`src/design/sroc_pkg.sv`:
```
package sroc_pkg;

    localparam int WINDOW_MAX = 64;
    localparam int COMPONENTS = 3;

    localparam int DATA_W     = 32;
    localparam int FRAC_W     = 16;
    localparam int IN_W       = 4 * DATA_W;
    localparam int OUT_W      = 3 * DATA_W;

    localparam int WIN_LEN_W  = 7;
    localparam int COMP_CNT_W = 2;
    localparam int CFG_IDX_W  = 8;
    localparam int CFG_DATA_W = 7;

    localparam int POS_W  = (WINDOW_MAX > 1) ? $clog2(WINDOW_MAX) : 1;
    localparam int LEN_W  = $clog2(WINDOW_MAX + 1);
    localparam int COMP_W = (COMPONENTS > 1) ? $clog2(COMPONENTS) : 1;
    localparam int CNT_W  = $clog2(COMPONENTS + 1);
    localparam int SUM_W  = DATA_W + POS_W + 1;
    localparam int ROW_W  = COMPONENTS * DATA_W;

    // Shared divider: 33 quotient bits, one per cycle.
    localparam int DIV_W      = DATA_W + 1;
    localparam int DIV_CNT_W  = $clog2(DIV_W + 1);
    localparam int REM_INIT_W = FRAC_W;

    localparam logic [CFG_IDX_W-1:0]  REG_WINDOW_LENGTH     = 8'd0;
    localparam logic [CFG_IDX_W-1:0]  REG_COMPONENT_COUNT   = 8'd1;
    localparam logic [WIN_LEN_W-1:0]  RESET_WINDOW_LENGTH   = 7'd10;
    localparam logic [COMP_CNT_W-1:0] RESET_COMPONENT_COUNT = 2'd1;

    localparam logic [DATA_W-1:0] SPEED_MAX = {1'b0, {(DATA_W-1){1'b1}}};
    localparam logic [DATA_W-1:0] SPEED_MIN = {1'b1, {(DATA_W-1){1'b0}}};

    typedef enum logic [3:0] {
        ST_IDLE,
        ST_LOAD,
        ST_DIFF,
        ST_QSTART,
        ST_QWAIT,
        ST_QDONE,
        ST_SUB,
        ST_ADD,
        ST_ASTART,
        ST_AWAIT,
        ST_ADONE,
        ST_WRITE,
        ST_PUSH
    } sroc_state_t;

    typedef struct packed {
        logic                  start;
        logic [REM_INIT_W-1:0] rem_init;
        logic [DIV_W-1:0]      dividend;
        logic [DATA_W-1:0]     divisor;
    } sroc_div_req_t;

endpackage

```
`src/design/sroc_div.sv`:
```
module sroc_div (
    input  logic                          clk,
    input  logic                          rst_n,
    input  sroc_pkg::sroc_div_req_t       req,
    output logic                          done,
    output logic [sroc_pkg::DIV_W-1:0]    quotient
);
    import sroc_pkg::*;

    logic                 busy_reg;
    logic                 done_reg;
    logic [DIV_CNT_W-1:0] cnt_reg;
    logic [DATA_W-1:0]    rem_reg;
    logic [DIV_W-1:0]     quo_reg;
    logic [DATA_W-1:0]    den_reg;

    logic [DIV_W-1:0]     trial;
    logic [DIV_W-1:0]     trial_sub;
    logic                 ge;

    // Bring down the next dividend bit, subtract when it fits.
    assign trial     = {rem_reg, quo_reg[DIV_W-1]};
    assign trial_sub = trial - {1'b0, den_reg};
    assign ge        = (trial >= {1'b0, den_reg});

    always_ff @(posedge clk or negedge rst_n)
    begin
        if (!rst_n)
        begin
            busy_reg <= 1'b0;
            done_reg <= 1'b0;
            cnt_reg  <= '0;
        end
        else
        begin
            done_reg <= 1'b0;
            if (req.start)
            begin
                busy_reg <= 1'b1;
                cnt_reg  <= '0;
            end
            else if (busy_reg)
            begin
                cnt_reg <= cnt_reg + DIV_CNT_W'(1);
                if (cnt_reg == DIV_CNT_W'(DIV_W - 1))
                begin
                    busy_reg <= 1'b0;
                    done_reg <= 1'b1;
                end
            end
        end
    end

    always_ff @(posedge clk)
    begin
        if (req.start)
        begin
            rem_reg <= DATA_W'(req.rem_init);
            quo_reg <= req.dividend;
            den_reg <= req.divisor;
        end
        else if (busy_reg)
        begin
            rem_reg <= ge ? trial_sub[DATA_W-1:0] : trial[DATA_W-1:0];
            quo_reg <= {quo_reg[DIV_W-2:0], ge};
        end
    end

    assign done     = done_reg;
    assign quotient = quo_reg;

endmodule

```
`config.mk`:
```
export PLATFORM = sky130hd
export DESIGN_NAME = sroc_div
export DESIGN_NICKNAME = d
export VERILOG_FILES = /design/src/design/sroc_pkg.sv /design/src/design/sroc_div.sv
export SDC_FILE = /design/constraint.sdc
export NUM_CORES = 1
export LEC_CHECK = 0
export ABC_AREA = 1
export BUFFER_PORTS_ARGS = -buffer_cell sky130_fd_sc_hd__buf_4
export CAP_MARGIN = 40
export CORE_MARGIN = 8
export CORE_UTILIZATION = 60
export CTS_BUF_LIST = sky130_fd_sc_hd__clkbuf_4
export DETAILED_ROUTE_END_ITERATION = 8
export PLACE_DENSITY = 0.84
export RECOVER_POWER = 100
export SYNTH_ARGS = -nofsm -noshare
export SYNTH_HDL_FRONTEND = slang
export SYNTH_SLANG_ARGS = --single-unit
```
`constraint.sdc`:
```
create_clock -name clk -period 5.8 [get_ports clk]
set_input_delay 0.87 -clock clk [delete_from_list [all_inputs] [get_ports clk]]
set_output_delay 0.87 -clock clk [all_outputs]
set_load 0.005 [all_outputs]
```
==> After elaboration in Yosys (flattened, before gate mapping) <==
Cells that the tools add are included.
{ "totals": {"elab_cells": 25, "reg_bits": 105, "inputBits": 84} }
{ "classes": {"magnitude_cmp": 1, "n_reduce_logical": 1, "add_sub_neg": 2, "n_eq_ne": 1, "muxes": 13} }
{ "ops": {"columns": ["cell", "n"], "rows": [
  ["33-bit two-way mux", 2],
  ["33-bit by 32-bit greater-or-equal comparator with 1-bit output", 1],
  ["16-bit two-way mux", 2],
  ["32-bit two-way mux", 1],
  ["32-bit subtractor", 1],
  ["6-bit two-way mux", 2],
  ["6-bit by 1-bit adder with 6-bit output, second input constant", 1],
  ["6-bit == test, second input constant", 1],
  ["1-bit two-way mux", 6],
  ["2-bit nonzero test", 1]
]} }

==> Logic depth before layout (Yosys ltp) <==
{ "logic_depth": {"depth_word": 4, "ltp_mapped": 17} }

==> Least setup slack after synthesis <==
OpenSTA, ideal clock, no wires.
{ "synth_timing": {"path_type": "input port to flip-flop", "from": "input port req[81] (netlist name)", "to": "register quo_reg[0], in the netlist quotient[0] (enable)", "setup_time_ns": 0.404, "path_slack_ns": 3.167, "path_stages": 3, "arrival_ns": 2.229, "cell_sequence": "clkbuf_1 nor2_1 inv_1"} }
{ "synth_via": {"elab_chain_len": 1} }
{ "synth_lines": {"columns": ["item", "line", "text"], "rows": [
  ["from (decl)", "sroc_div.sv:4", "input sroc_pkg::sroc_div_req_t req,"],
  ["2-bit nonzero test (no line)", null, null],
  ["to (signal assigned)", "sroc_div.sv:59", "quo_reg <= req.dividend;"],
  ["to (signal assigned)", "sroc_div.sv:65", "quo_reg <= {quo_reg[DIV_W-2:0], ge};"],
  ["to (decl)", "sroc_div.sv:14", "logic [DIV_W-1:0] quo_reg;"]
]} }
No other way between the ends.
A chain may end at the register's enable or synchronous reset.

==> Worst setup path in the final report <==
{ "layout_timing": {"from": "input port req[81] (netlist name)", "to": "register rem_reg[0] (data pin)"} }
{ "layout_via": {"elab_chain_len": 1} }
{ "layout_lines": {"columns": ["item", "line", "text"], "rows": [
  ["16-bit two-way mux", "sroc_div.sv:56", "if (req.start)"],
  ["to (signal assigned)", "sroc_div.sv:58", "rem_reg <= DATA_W'(req.rem_init);"],
  ["to (signal assigned)", "sroc_div.sv:64", "rem_reg <= ge ? trial_sub[DATA_W-1:0] : trial[DATA_W-1:0];"],
  ["to (decl)", "sroc_div.sv:13", "logic [DATA_W-1:0] rem_reg;"]
]} }
No other way between the ends.

==> metrics.cfg <==
[yosys]
synth_seq_cells = 105
syn_inst = 1015
syn_nets = 1134
ys_types = 36
yosysSeqAreaShare = 0.4101
yosys_warnings = 0
avgSynthCellArea_um2 = 7.093
syn_area_um2 = 7199

[placed_design]
place_inst = 1263
place_congestion = 0.9584
io_buffers = 117
postPlaceCellArea_um2 = 8223
hpwl_um = 14530

[run_status]
status = finished with violations
violations = max-capacitance violations, max-slew violations

[critical_path]
startpoint_type = input port
timing_worst_setup_path_type = in2reg
crit_chain = clkbuf_4 -> clkbuf_1 -> buf_12 -> inv_1 -> clkbuf_1 -> nand3_1 -> nand2_1
crit_buf_inv = 5
end_kind = flip-flop
slowest_stage = clkbuf_1
cp.arrival_ns = 4.15
cp_max_fo = 54
worst_path_most_repeated_cell = clkbuf_1
crit_family = buffers and inverters
max_stage_delay_ns = 1.27
required_ns = 6.17

[global_route]
grt_overflow_total = 0
antenna_found_initial = 0
grt_pass1_wl_um = 30630
grt_max_degree = 55
track_usage = 0.2400
grt_pass1_vias = 6486

[route]
vias_per_cell = 5.138
ant_nets = 0
wl_per_cell_um = 14.35
num_vias = 6571
drcViolationCount = 0
firstDrtPassIters = 5
drt_iter0_markers = 444
totalWireLength_um = 18360

[power_and_ir_drop]
pwr_density_cell_nw_per_um2 = 374.2
ir_drop_mv = 0.2160
p_leak_uw = 0.004550

[die]
initial_core_util = 0.6070
die_area_um2 = 15760
rows = 40
core_um2 = 11860
die_height_um = 125.5
die_x_um = 125.5
boundaryPins = 118

[cts]
cts.htree.levels = 3
clockRootBuffer = clkbuf_4
clock_sinks = 105
clkTransAtPathRegs_ns = 0.17
cts-resized-gates = 0
numCtsBuffers = 9
cts_buffer_depth = 2
cts_setup_buffers = 0
cts_tree = done
cts_hold_buf = 0
insertion_delay_ns = 0.50

[timing]
worst_pin_slew_ns = 2.235
hold_viol = 0
drv_slew = 110
fmax_mhz = 265.1
finalCritPeriodShare = 0.6504
min_period_ns = 3.772
slew_headroom = -0.4898
fin_skew_ns = 0.02207
finalSetupViolCount = 0
fin_tns_setup_ns = 0
rsz0062_at_grt = no

[finish]
largest_register_ffs = 33
n_fill_cell = 1025
n_antenna_cell = 0
nets = 1246
finalInstanceArea_um2 = 8244
fin_cells = 1279
synthToLayoutAreaGrowth_pct = 14.51
layout-drive-gt1-share = 0.1378

[flow_run]
cap_viol_max_count = 3

[hold_path]
hold_class = in2async

-- area by class of cell --
cell class,instances,area [µm²],area share
Inverter,182,683.2,0.08287
Clock buffer,10,75.07,0.009106
Multi-Input combinational cell,706,3426,0.4155
Sequential cell,105,2953,0.3582
Timing Repair Buffer,123,875.8,0.1062
Tap cell,147,183.9,0.02231
Clock inverter,6,47.55,0.005767
-- per-layer routing --
layer / vias to the layer above / global-route usage / routed length, µm
li1: 3375 / - / -
met1: 2959 / 0.2938 / 7715
met2: 216 / 0.3843 / 8609
met3: 21 / 0.09265 / 1758
met4: 0 / 0.07020 / 274
met5: - / 0 / 0
-- power by group --
part           leakage [µW]  total [µW]  internal (µW)  switching [µW]
clock             0.0000713         361           99.1             262
combinational       0.00339        1680            624            1050
sequential          0.00109        1040            962            82.1
-- cells in the final DEF, fill, tap and decap left out, types with 13 or more instances in the layout --
master,instances
xnor2_1,13
clkbuf_4,65
nand4_1,13
dfxtp_1,16
nor2_1,43
inv_1,174
buf_4,49
clkbuf_1,17
nand3_1,70
ha_1,34
a21oi_1,18
nand3b_1,24
nand2_1,443
edfxtp_1,81
-- worst paths after layout --
kind / startpoint / end / slack [ns] / cells past startpoint
max: req[81] / rem_reg[0]$_DFFE_PP_ / 2.03 / 7
min: rst_n / cnt_reg[5]$_DFFE_PN0P_ / 0.24 / 1
max reg2reg: busy_reg$_DFF_PN0_ / rem_reg[15]$_DFFE_PP_ / 2.19 / 4
min reg2reg: rem_reg[16]$_SDFFE_PP0P_ / rem_reg[16]$_SDFFE_PP0P_ / 0.48 / 2
max in group asynchronous: rst_n / cnt_reg[1]$_DFFE_PN0P_ / 5.28 / 1
min in group clk: rem_reg[16]$_SDFFE_PP0P_ / rem_reg[16]$_SDFFE_PP0P_ / 0.48 / 2
-- logic make-up after synthesis --
group,Yosys count,share of synthesized area
AO/OA/AOI/OAI,28,0.02173
XOR/XNOR,14,0.01703
buffers and inverters,204,0.1123
AND/OR/NAND/NOR,629,0.3770
flip-flops,105,0.4101
adder cells (fa/ha/maj),35,0.06187
-- synth_stat cells (all sizes together) --
| cell type | count | area share |
|---|---|---|
| nor2 | 53 | 0.034 |
| dfxtp | 16 | 0.044 |
| dfrtp | 8 | 0.028 |
| ha | 34 | 0.059 |
| nand3b | 24 | 0.025 |
| a21oi | 20 | 0.015 |
| xnor2 | 13 | 0.016 |
| o21ai | 4 | 0.0028 |
| o21a | 2 | 0.0021 |
| clkbuf | 10 | 0.0052 |
| inv | 181 | 0.094 |
| nand2 | 452 | 0.24 |
| fa | 1 | 0.0028 |
| nand3 | 75 | 0.056 |
| o21bai | 1 | 0.0010 |
| a31oi | 1 | 0.00087 |
| and2 | 4 | 0.0035 |
| edfxtp | 81 | 0.34 |
| nand4 | 13 | 0.011 |
| clkinv | 1 | 0.00052 |
| nor3 | 6 | 0.0049 |
| buf | 12 | 0.012 |
| xor2 | 1 | 0.0012 |
| nor4 | 1 | 0.00087 |
| or2 | 1 | 0.00087 |
-- per-stage QoR --
stage / hold WS, ns / utilization / power (µW) / setup slack, ns
global placement: 0.4586 / 0.6872 / 2690 / 2.913
floorplan: 0.4436 / - / 2324 / 3.167
CTS: 0.1203 / 0.7036 / 3095 / 3.059
finish: 0.2393 / 0.6950 / 3085 / 2.028
detailed placement: 0.4614 / 0.6932 / 2732 / 3.083
global route: 0.2435 / 0.6950 / 3366 / 1.784
Power figures use the tool's default switching activity.
